## src/rtl/kuf_pkg.sv

```systemverilog
// ----------------------------------------------------------------------------
// kuf_pkg
// Shared widths, result codes, controller states and the totals control word
// for the Kruskal union-find edge filter.
// ----------------------------------------------------------------------------
package kuf_pkg;

	// field widths
	localparam int VERT_W   = 8;
	localparam int WEIGHT_W = 16;
	localparam int VC_W     = 9;
	localparam int CODE_W   = 3;
	localparam int COUNT_W  = 8;
	localparam int SUM_W    = 24;
	localparam int RANK_W   = 4;

	// defaults
	localparam int MAX_VERTICES_DEF = 256;
	localparam logic [VC_W-1:0] VC_RESET = 9'd256;
	localparam logic [RANK_W-1:0] RANK_MAX = '1;

	// opcodes
	localparam logic OP_EDGE  = 1'b0;
	localparam logic OP_CLEAR = 1'b1;

	// result codes
	localparam logic [CODE_W-1:0] RES_ACCEPT = 3'd0;
	localparam logic [CODE_W-1:0] RES_SAME   = 3'd1;
	localparam logic [CODE_W-1:0] RES_DONE   = 3'd2;
	localparam logic [CODE_W-1:0] RES_RANGE  = 3'd3;
	localparam logic [CODE_W-1:0] RES_CLEAR  = 3'd4;

	// controller states
	typedef enum logic [3:0] {
		S_SWEEP,
		S_IDLE,
		S_FIND_RD,
		S_FIND_CHK,
		S_COMP_RD,
		S_COMP_WR,
		S_MERGE_A,
		S_MERGE_B,
		S_REPORT
	} kuf_state_t;

	// totals control
	typedef struct packed {
		logic clr;
		logic add;
	} kuf_tot_ctrl_t;

endpackage

```

## src/rtl/kuf_forest_mem.sv

```systemverilog
// ----------------------------------------------------------------------------
// kuf_forest_mem
// Forest store: one entry per vertex holding {rank, parent}. One write port,
// one read port, read data registered.
// ----------------------------------------------------------------------------
module kuf_forest_mem #(
	parameter int DEPTH = 256,
	parameter int AW    = 8,
	parameter int DW    = 12
) (
	input  logic          clk,
	input  logic [AW-1:0] rd_addr,
	output logic [DW-1:0] rd_data,
	input  logic          wr_en,
	input  logic [AW-1:0] wr_addr,
	input  logic [DW-1:0] wr_data
);

	logic [DW-1:0] mem [DEPTH];

	// write port
	always_ff @(posedge clk) begin
		if (wr_en) begin
			mem[wr_addr] <= wr_data;
		end
	end

	// registered read port
	always_ff @(posedge clk) begin
		rd_data <= mem[rd_addr];
	end

endmodule

```

## src/rtl/kuf_totals.sv

```systemverilog
// ----------------------------------------------------------------------------
// kuf_totals
// Accepted edge count and weight sum, plus the tree complete flag against
// the effective vertex count.
// ----------------------------------------------------------------------------
module kuf_totals
	import kuf_pkg::*;
#(
	parameter int EW = 9
) (
	input  logic                clk,
	input  logic                arst_n,
	input  kuf_tot_ctrl_t       ctrl,
	input  logic [WEIGHT_W-1:0] weight,
	input  logic [EW-1:0]       eff_n,
	output logic [COUNT_W-1:0]  count,
	output logic [SUM_W-1:0]    sum,
	output logic                full
);

	logic [COUNT_W-1:0] count_q;
	logic [SUM_W-1:0]   sum_q;

	// running totals, wrap at their widths
	always_ff @(posedge clk or negedge arst_n) begin
		if (!arst_n) begin
			count_q <= '0;
			sum_q   <= '0;
		end else if (ctrl.clr) begin
			count_q <= '0;
			sum_q   <= '0;
		end else if (ctrl.add) begin
			count_q <= count_q + COUNT_W'(1);
			sum_q   <= sum_q + SUM_W'(weight);
		end
	end

	assign count = count_q;
	assign sum   = sum_q;
	// eff_n is at least one, so eff_n-1 never underflows
	assign full  = (EW'(count_q) >= (eff_n - EW'(1)));

endmodule

```

## src/rtl/kruskal_union_find_edge_filter.sv

```systemverilog
// ----------------------------------------------------------------------------
// kruskal_union_find_edge_filter
// Kruskal acceptance test over a disjoint-set forest (union by rank, full path
// compression) kept in one single-port-per-direction memory.
//
// Sequence: complete/out-of-range edges go straight from idle to report.
//   Offered edges, per endpoint, read and check one node per find step, then
//   compress the path (read, write per node, then a root check); then merge
//   (one or two writes, none on reject) and report; a clear sweeps the forest.
// Throughput: one item at a time; busy stays high until the result strobe.
//   Every step is bound by the single forest memory read/write per cycle.
// Reset: a sweep of all MAX_VERTICES entries rewrites the forest (busy high);
//   the receiver cannot stall, done is a one-cycle strobe.
// ----------------------------------------------------------------------------
module kruskal_union_find_edge_filter
	import kuf_pkg::*;
#(
	parameter int MAX_VERTICES = MAX_VERTICES_DEF
) (
	input  logic                clk,
	input  logic                arst_n,
	// command channel
	input  logic                start,
	output logic                busy,
	input  logic                opcode,
	input  logic [VERT_W-1:0]   u_vertex,
	input  logic [VERT_W-1:0]   v_vertex,
	input  logic [WEIGHT_W-1:0] edge_weight,
	// configuration channel
	input  logic                cfg_valid,
	output logic                cfg_ready,
	input  logic [VC_W-1:0]     vertex_count,
	// result
	output logic                done,
	output logic [CODE_W-1:0]   result_code,
	output logic [COUNT_W-1:0]  accepted_count,
	output logic [SUM_W-1:0]    total_weight,
	output logic                tree_done
);

	localparam int AW = (MAX_VERTICES > 1) ? $clog2(MAX_VERTICES) : 1;
	localparam int DW = RANK_W + AW;
	localparam int NW = $clog2(MAX_VERTICES + 1);
	localparam int EW = (NW > VC_W) ? NW : VC_W;
	localparam logic [AW-1:0] LAST_ADDR = AW'(MAX_VERTICES - 1);

	kuf_state_t state_q, state_d;

	logic [VC_W-1:0]     vc_q;
	logic [EW-1:0]       eff_n;
	logic                full;
	kuf_tot_ctrl_t       tot_ctrl;

	logic [AW-1:0]       node_q, start_q, v_q;
	logic [AW-1:0]       ru_q, rv_q;
	logic [RANK_W-1:0]   rku_q, rkv_q;
	logic                phase_q;
	logic                report_clr_q;
	logic [AW-1:0]       sweep_q;
	logic [CODE_W-1:0]   code_q;
	logic [WEIGHT_W-1:0] w_q;

	logic [DW-1:0]       rd_data;
	logic [AW-1:0]       rd_parent;
	logic [RANK_W-1:0]   rd_rank;
	logic                mem_we;
	logic [AW-1:0]       mem_waddr;
	logic [DW-1:0]       mem_wdata;

	logic                out_range;
	logic                at_root;
	logic [AW-1:0]       cur_root;
	logic [RANK_W-1:0]   rku_inc;

	// configuration register, always ready
	assign cfg_ready = 1'b1;
	always_ff @(posedge clk or negedge arst_n) begin
		if (!arst_n) begin
			vc_q <= VC_RESET;
		end else if (cfg_valid && cfg_ready) begin
			vc_q <= vertex_count;
		end
	end

	// effective vertex count: zero acts as one, clipped to the table depth
	always_comb begin
		if (vc_q == '0) begin
			eff_n = EW'(1);
		end else if (EW'(vc_q) > EW'(MAX_VERTICES)) begin
			eff_n = EW'(MAX_VERTICES);
		end else begin
			eff_n = EW'(vc_q);
		end
	end

	assign out_range = (EW'(u_vertex) >= eff_n) || (EW'(v_vertex) >= eff_n);
	assign rd_parent = rd_data[AW-1:0];
	assign rd_rank   = rd_data[DW-1:AW];
	assign cur_root  = phase_q ? rv_q : ru_q;
	assign at_root   = (node_q == cur_root);
	assign rku_inc   = (rku_q == RANK_MAX) ? rku_q : rku_q + RANK_W'(1);

	// next state
	always_comb begin
		state_d = state_q;
		unique case (state_q)
			S_SWEEP: begin
				if (sweep_q == LAST_ADDR) begin
					state_d = report_clr_q ? S_REPORT : S_IDLE;
				end
			end
			S_IDLE: begin
				if (start) begin
					priority if (opcode == OP_CLEAR) begin
						state_d = S_SWEEP;
					end else if (full || out_range) begin
						state_d = S_REPORT;
					end else begin
						state_d = S_FIND_RD;
					end
				end
			end
			S_FIND_RD: state_d = S_FIND_CHK;
			S_FIND_CHK: begin
				state_d = (rd_parent == node_q) ? S_COMP_RD : S_FIND_RD;
			end
			S_COMP_RD: begin
				priority if (!at_root) begin
					state_d = S_COMP_WR;
				end else if (!phase_q) begin
					state_d = S_FIND_RD;
				end else if (ru_q == rv_q) begin
					state_d = S_REPORT;
				end else begin
					state_d = S_MERGE_A;
				end
			end
			S_COMP_WR: state_d = S_COMP_RD;
			S_MERGE_A: state_d = (rku_q == rkv_q) ? S_MERGE_B : S_REPORT;
			S_MERGE_B: state_d = S_REPORT;
			S_REPORT:  state_d = S_IDLE;
			default:   state_d = S_IDLE;
		endcase
	end

	// state-decoded outputs: memory writes, totals control, handshake
	always_comb begin
		mem_we    = 1'b0;
		mem_waddr = node_q;
		mem_wdata = {rd_rank, cur_root};
		tot_ctrl  = '0;
		busy      = (state_q != S_IDLE);
		done      = (state_q == S_REPORT);
		unique case (state_q)
			S_SWEEP: begin
				mem_we    = 1'b1;
				mem_waddr = sweep_q;
				mem_wdata = {{RANK_W{1'b0}}, sweep_q};
			end
			S_IDLE: begin
				tot_ctrl.clr = start && (opcode == OP_CLEAR);
			end
			S_COMP_WR: begin
				// point the node straight at its root, keep its rank
				mem_we = 1'b1;
			end
			S_MERGE_A: begin
				mem_we       = 1'b1;
				tot_ctrl.add = 1'b1;
				priority if (rku_q == rkv_q) begin
					mem_waddr = ru_q;
					mem_wdata = {rku_inc, ru_q};
				end else if (rku_q > rkv_q) begin
					mem_waddr = rv_q;
					mem_wdata = {rkv_q, ru_q};
				end else begin
					mem_waddr = ru_q;
					mem_wdata = {rku_q, rv_q};
				end
			end
			S_MERGE_B: begin
				mem_we    = 1'b1;
				mem_waddr = rv_q;
				mem_wdata = {rkv_q, ru_q};
			end
			default: begin
			end
		endcase
	end

	// state register
	always_ff @(posedge clk or negedge arst_n) begin
		if (!arst_n) begin
			state_q <= S_SWEEP;
		end else begin
			state_q <= state_d;
		end
	end

	// sweep control
	always_ff @(posedge clk or negedge arst_n) begin
		if (!arst_n) begin
			sweep_q      <= '0;
			report_clr_q <= 1'b0;
		end else if (state_q == S_IDLE && start && opcode == OP_CLEAR) begin
			sweep_q      <= '0;
			report_clr_q <= 1'b1;
		end else if (state_q == S_SWEEP) begin
			sweep_q <= sweep_q + AW'(1);
		end
	end

	// find / compress datapath
	always_ff @(posedge clk) begin
		unique case (state_q)
			S_SWEEP: begin
				code_q <= RES_CLEAR;
			end
			S_IDLE: begin
				if (start) begin
					priority if (opcode == OP_CLEAR) begin
						code_q <= RES_CLEAR;
					end else if (full) begin
						code_q <= RES_DONE;
					end else begin
						code_q <= RES_RANGE;
					end
				end
				node_q  <= AW'(u_vertex);
				start_q <= AW'(u_vertex);
				v_q     <= AW'(v_vertex);
				w_q     <= edge_weight;
				phase_q <= 1'b0;
			end
			S_FIND_CHK: begin
				if (rd_parent == node_q) begin
					if (phase_q) begin
						rv_q  <= node_q;
						rkv_q <= rd_rank;
					end else begin
						ru_q  <= node_q;
						rku_q <= rd_rank;
					end
					node_q <= start_q;
				end else begin
					node_q <= rd_parent;
				end
			end
			S_COMP_RD: begin
				if (at_root) begin
					if (!phase_q) begin
						phase_q <= 1'b1;
						node_q  <= v_q;
						start_q <= v_q;
					end else begin
						code_q <= RES_SAME;
					end
				end
			end
			S_COMP_WR: begin
				node_q <= rd_parent;
			end
			S_MERGE_A: begin
				code_q <= RES_ACCEPT;
			end
			default: begin
			end
		endcase
	end

	// forest memory
	kuf_forest_mem #(
		.DEPTH(MAX_VERTICES),
		.AW   (AW),
		.DW   (DW)
	) u_mem (
		.clk    (clk),
		.rd_addr(node_q),
		.rd_data(rd_data),
		.wr_en  (mem_we),
		.wr_addr(mem_waddr),
		.wr_data(mem_wdata)
	);

	// running totals
	kuf_totals #(
		.EW(EW)
	) u_totals (
		.clk   (clk),
		.arst_n(arst_n),
		.ctrl  (tot_ctrl),
		.weight(w_q),
		.eff_n (eff_n),
		.count (accepted_count),
		.sum   (total_weight),
		.full  (full)
	);

	assign result_code = code_q;
	assign tree_done   = full;

endmodule
```

## config.mk

```make
export PLATFORM = sky130hd
export DESIGN_NAME = kruskal_union_find_edge_filter
export DESIGN_NICKNAME = d
export VERILOG_FILES = /design/src/rtl/kuf_pkg.sv /design/src/rtl/kuf_forest_mem.sv /design/src/rtl/kuf_totals.sv /design/src/rtl/kruskal_union_find_edge_filter.sv
export SDC_FILE = /design/constraint.sdc
export NUM_CORES = 2
export LEC_CHECK = 0
export BUFFER_PORTS_ARGS = -buffer_cell sky130_fd_sc_hd__buf_2
export CORE_UTILIZATION = 35
export DETAILED_ROUTE_END_ITERATION = 10
export PLACE_DENSITY_LB_ADDON = 0.25
export SLEW_MARGIN = 15
export SYNTH_ARGS = -nofsm -noshare
export SYNTH_HDL_FRONTEND = slang
export SYNTH_SLANG_ARGS = --single-unit
```

## constraint.sdc

```tcl
create_clock -name clk -period 15.27 [get_ports clk]
set_clock_uncertainty 0.2 [all_clocks]
set_input_delay 3.054 -clock clk [delete_from_list [all_inputs] [get_ports clk]]
set_output_delay 3.054 -clock clk [all_outputs]
set_load 0.05 [all_outputs]
```

==> summary by stage <==
STA
The count of final max-slew check failures is 0. Summed over all failing endpoints, the final setup total negative slack is 0 ns. The final critical path takes up 47.8% of the cycle. Measured against its own limit, the worst slew margin works out to 19.1%. The hold violation total from the final report is 0.

The final-report setup violation count is 0. The maximum operating frequency is 137 MHz. Setup repair after global routing left no endpoint under its margin. The actual transition at the worst max-transition pin is 1.21 ns. The smallest clock period supported by the final layout is computed as 7.30 ns.

Placement
The HPWL reported at the end of detailed placement is 191 mm. After detailed placement, the design holds a cell count of 10.7k. The final RePlAce weighted congestion is about 0.85. In this run the tool buffered the top-level ports with 83 buffer cells.

Min path
The cell count of the worst hold path is 1. In this run the most critical hold path is launched from u_totals.sum[18]. The worst hold path terminates at u_totals.sum[18].

The tightest min-delay check is of the reg2reg type.

Floorplan
The floorplan die area is 358000 µm². The initial utilization of the core area, before any placement, comes to 35.2%. For this design the top-level I/O count stands at 85. The vertical extent of the die is 599 µm.

The x dimension of the die is 599 µm. The number of rows in the core area is 218. The area of the core is ~350000 µm².

Synthesis
The post-synth design cell area is 125000 µm². Among all flip-flop cells after synthesis, the most frequent one is sky130_fd_sc_hd__edfxtp_1. The total of flip-flops plus latches after synthesis is ~3.2k. For this run, the register share of the synthesized area comes to 77.0%.

The count of unique library cells instantiated by Yosys is 76. The post-synthesis instance total is 5986. The total of warnings raised by yosys is 0.

The count of flip-flops with a built-in enable after synthesis is 3140. Counting flops with an async set or reset pin after synthesis yields a share of 1.68%. Each instance of the synthesized netlist takes up on average 20.8 µm². The synthesized netlist net count is 6081.

Routing
The number of search-and-repair iterations in the first detailed-routing pass is 6. Dividing the detail-routed wire length by the instance count gives 28.8 µm. After detailed routing, the number of vias per cell comes to 5.48. The count of vias placed by the detailed router is between 60k and 70k. The routed design has 327 mm of wire. The remaining antenna violation count after routing is 0.

The number of design rule violations left after detail routing is 0. The detailed router's first-iteration violation count is approximately 7.3k.

CTS
The maximum level of the CTS H-tree is 5. The clock passes through at most 4 buffers. The latest clock arrival within the worst-skew pair is between 0.9 and 1 ns. The number of sinks handled by clock tree synthesis is 3206. The count of cells resized by post-cts repair is 0. The number of buffers inserted by hold repair at cts is 0.

The number of post-CTS setup repair buffers is 0. The CTS tree is done. The clock-pin slew on the worst setup and hold paths is 0.06 ns. The number of CTS-inserted buffers is 343. The tree is rooted in a sky130_fd_sc_hd__clkbuf_16.

Layout
The final net count is 6445. The area growth from synthesis to layout is 14.9%. The multi-input combinational cells in the finished layout cover a total of 27600 µm².

The fraction of layout instances using a drive strength above 1 is 26.1%. The library cells used most frequently in the layout, excluding fill and tap cells, are sky130_fd_sc_hd__edfxtp_1, sky130_fd_sc_hd__mux4_2, sky130_fd_sc_hd__clkbuf_16, sky130_fd_sc_hd__nor2_1, sky130_fd_sc_hd__buf_4. Leaving out fill and tap cells, the most frequent cell in the layout is sky130_fd_sc_hd__edfxtp_1.

The final standard cell count with taps included and fillers excluded is ~11k. The register area is 95900 µm². The count of fill cells added during filler insertion is 31.2k.

Run status
The flow ran to the end, and the final reports show no timing, DRC or antenna violations.

Global routing
The number of antenna violations at the first check in global routing is 15. The global-route congestion overflow total is 0. Global routing used 18.0% of the available tracks. The via count of the first global-routing pass is 62.7k. The first global-routing pass estimated 468 mm of wire. Entering global routing, the biggest net connects 209 pins.

Critical path
At the worst endpoint, the required time is 12.02 ns. Of all nets on the critical path, the largest fanout is 4. The startpoint identified for the worst register-to-register timing path is rku_q[3]. For the worst flop-to-flop path, the logic depth is 8. The endpoint identified for the worst register-to-register timing path is u_mem.mem[59][11]. The worst register-to-register path has a setup slack of 9.54 ns. Data arrives at the worst endpoint at 4.05 ns. The classification of the worst setup path is reg2out. The sort of element at the end of the critical path is an output pin.

The worst setup path is launched from a flop.

Run
The max-cap violation count is 0.

Power and ir drop
The largest voltage drop on the vdd net is 0.000319 V. In this run the static leakage power is about 45 nW. Power spread over the standard cell area amounts to between 200 and 250 nW/µm². The total chip power is 29.2 mW.
-- synthesized netlist by cell type (12+ instances only) --
cell type	n	area [µm²]
sky130_fd_sc_hd__edfxtp_1	3140	94300
sky130_fd_sc_hd__nor3_1	37	185
sky130_fd_sc_hd__o221ai_1	48	420
sky130_fd_sc_hd__dfxtp_1	12	240
sky130_fd_sc_hd__a221oi_1	51	447
sky130_fd_sc_hd__buf_2	95	475
sky130_fd_sc_hd__o221a_2	12	135
sky130_fd_sc_hd__inv_1	23	86.3
sky130_fd_sc_hd__mux2i_1	137	1370
sky130_fd_sc_hd__nor2_2	20	125
sky130_fd_sc_hd__a22o_1	48	420
sky130_fd_sc_hd__dfrtp_1	53	1330
sky130_fd_sc_hd__xnor2_1	22	193
sky130_fd_sc_hd__o21ai_0	53	265
sky130_fd_sc_hd__nor4_1	13	81.3
sky130_fd_sc_hd__o22ai_1	123	769
sky130_fd_sc_hd__nand2_1	139	522
sky130_fd_sc_hd__nand2b_1	13	81.3
sky130_fd_sc_hd__ha_1	48	601
sky130_fd_sc_hd__nand3_1	65	325
sky130_fd_sc_hd__buf_1	37	139
sky130_fd_sc_hd__a221o_1	13	130
sky130_fd_sc_hd__nor2_1	350	1310
sky130_fd_sc_hd__a21oi_1	133	666
sky130_fd_sc_hd__a211oi_1	12	90.1
sky130_fd_sc_hd__a22oi_1	121	908
sky130_fd_sc_hd__mux4_2	720	16200
sky130_fd_sc_hd__o211ai_1	31	233
sky130_fd_sc_hd__a21o_1	12	90.1
sky130_fd_sc_hd__clkbuf_1	214	803
sky130_fd_sc_hd__xor2_1	32	280
sky130_fd_sc_hd__nor2b_1	15	93.8
-- sequential cells by signal, indices dropped and copies added, names as in the netlist, 9 cells and up --
| name | cells |
|---|---|
| u_mem.mem | 3072 |
| u_totals.sum | 24 |
| w_q | 16 |
| u_mem.rd_data | 12 |
| vc_q | 9 |
-- area by class of cell --
class / count / area share (%)
clock buffers: 427 / 6.42
clock inverters: 189 / 1.18
multi-input cells: 2398 / 19.2
repair buffers: 378 / 1.97
well taps: 4730 / 4.13
flip-flops and latches: 3206 / 67.0
diodes: 6 / 0.0105
inverters: 23 / 0.0603
-- power breakdown --
part | internal [mW] | total (mW) | switching (mW) | leakage, nW
Sequential | 12.7 | 12.9 | 0.192 | 29.2
Combinational | 1.98 | 8.20 | 6.21 | 10.5
Clock | 4.68 | 8.11 | 3.43 | 5.34
-- metal layers --
metal  track usage [%]  part of all wire, %  wire length (µm)
met5                 0                    0                 0
met4              4.27                  2.2              7180
met3              3.09                  7.8             25500
met2              27.5                   46            150000
met1              26.9                   44            144000
-- worst max path at each step --
stage                            end     start  cells after the start  slack [ns]
global placement           tree_done   vc_q[1]                     13        8.95
detailed placement         tree_done   vc_q[1]                     13        8.98
floorplan           u_mem.mem[0][11]  rku_q[3]                      9        1.22
global route               tree_done   vc_q[1]                     13        7.71
finish                     tree_done   vc_q[1]                     13        7.97
CTS                        tree_done   vc_q[1]                     13        7.92
-- cell families after synthesis --
logic type	Yosys count	share of synthesized area, %
DFF	3206	77.0
muxes	866	14.2
and+or+nand+nor	725	2.64
AOI/OAI and AO/OA	703	4.02
buffers and inverters	382	1.31
xor gates and xnor gates	54	0.380
adders and majority gates	49	0.498
other	1	0.00301
-- metrics by stage --
step	setup slack [ns]	cell area, µm²	util (%)	hold slack [ns]
after global routing	7.71	143000	40.5	0.362
final	7.97	143000	40.5	0.325
after global placement	8.95	132000	37.4	0.311
after detailed placement	8.98	132000	37.4	0.308
after floorplan	1.22	125000	-	0.225
after CTS	7.92	143000	40.4	0.333
-- worst max-delay path: stages, from the launching register on --
cell                       delay (ns)
sky130_fd_sc_hd__dfrtp_1         0.40
sky130_fd_sc_hd__nor4_1          0.34
sky130_fd_sc_hd__a21oi_1         0.15
sky130_fd_sc_hd__nor2_1          0.28
sky130_fd_sc_hd__inv_1           0.11
sky130_fd_sc_hd__ha_1            0.27
sky130_fd_sc_hd__nand4_1         0.15
sky130_fd_sc_hd__xnor2_1         0.14
sky130_fd_sc_hd__ha_1            0.28
sky130_fd_sc_hd__a211oi_1        0.29
sky130_fd_sc_hd__o211ai_1        0.17
sky130_fd_sc_hd__o211ai_1        0.22
sky130_fd_sc_hd__inv_1           0.09
sky130_fd_sc_hd__buf_2           0.22
Power figures use the tool's default switching activity.
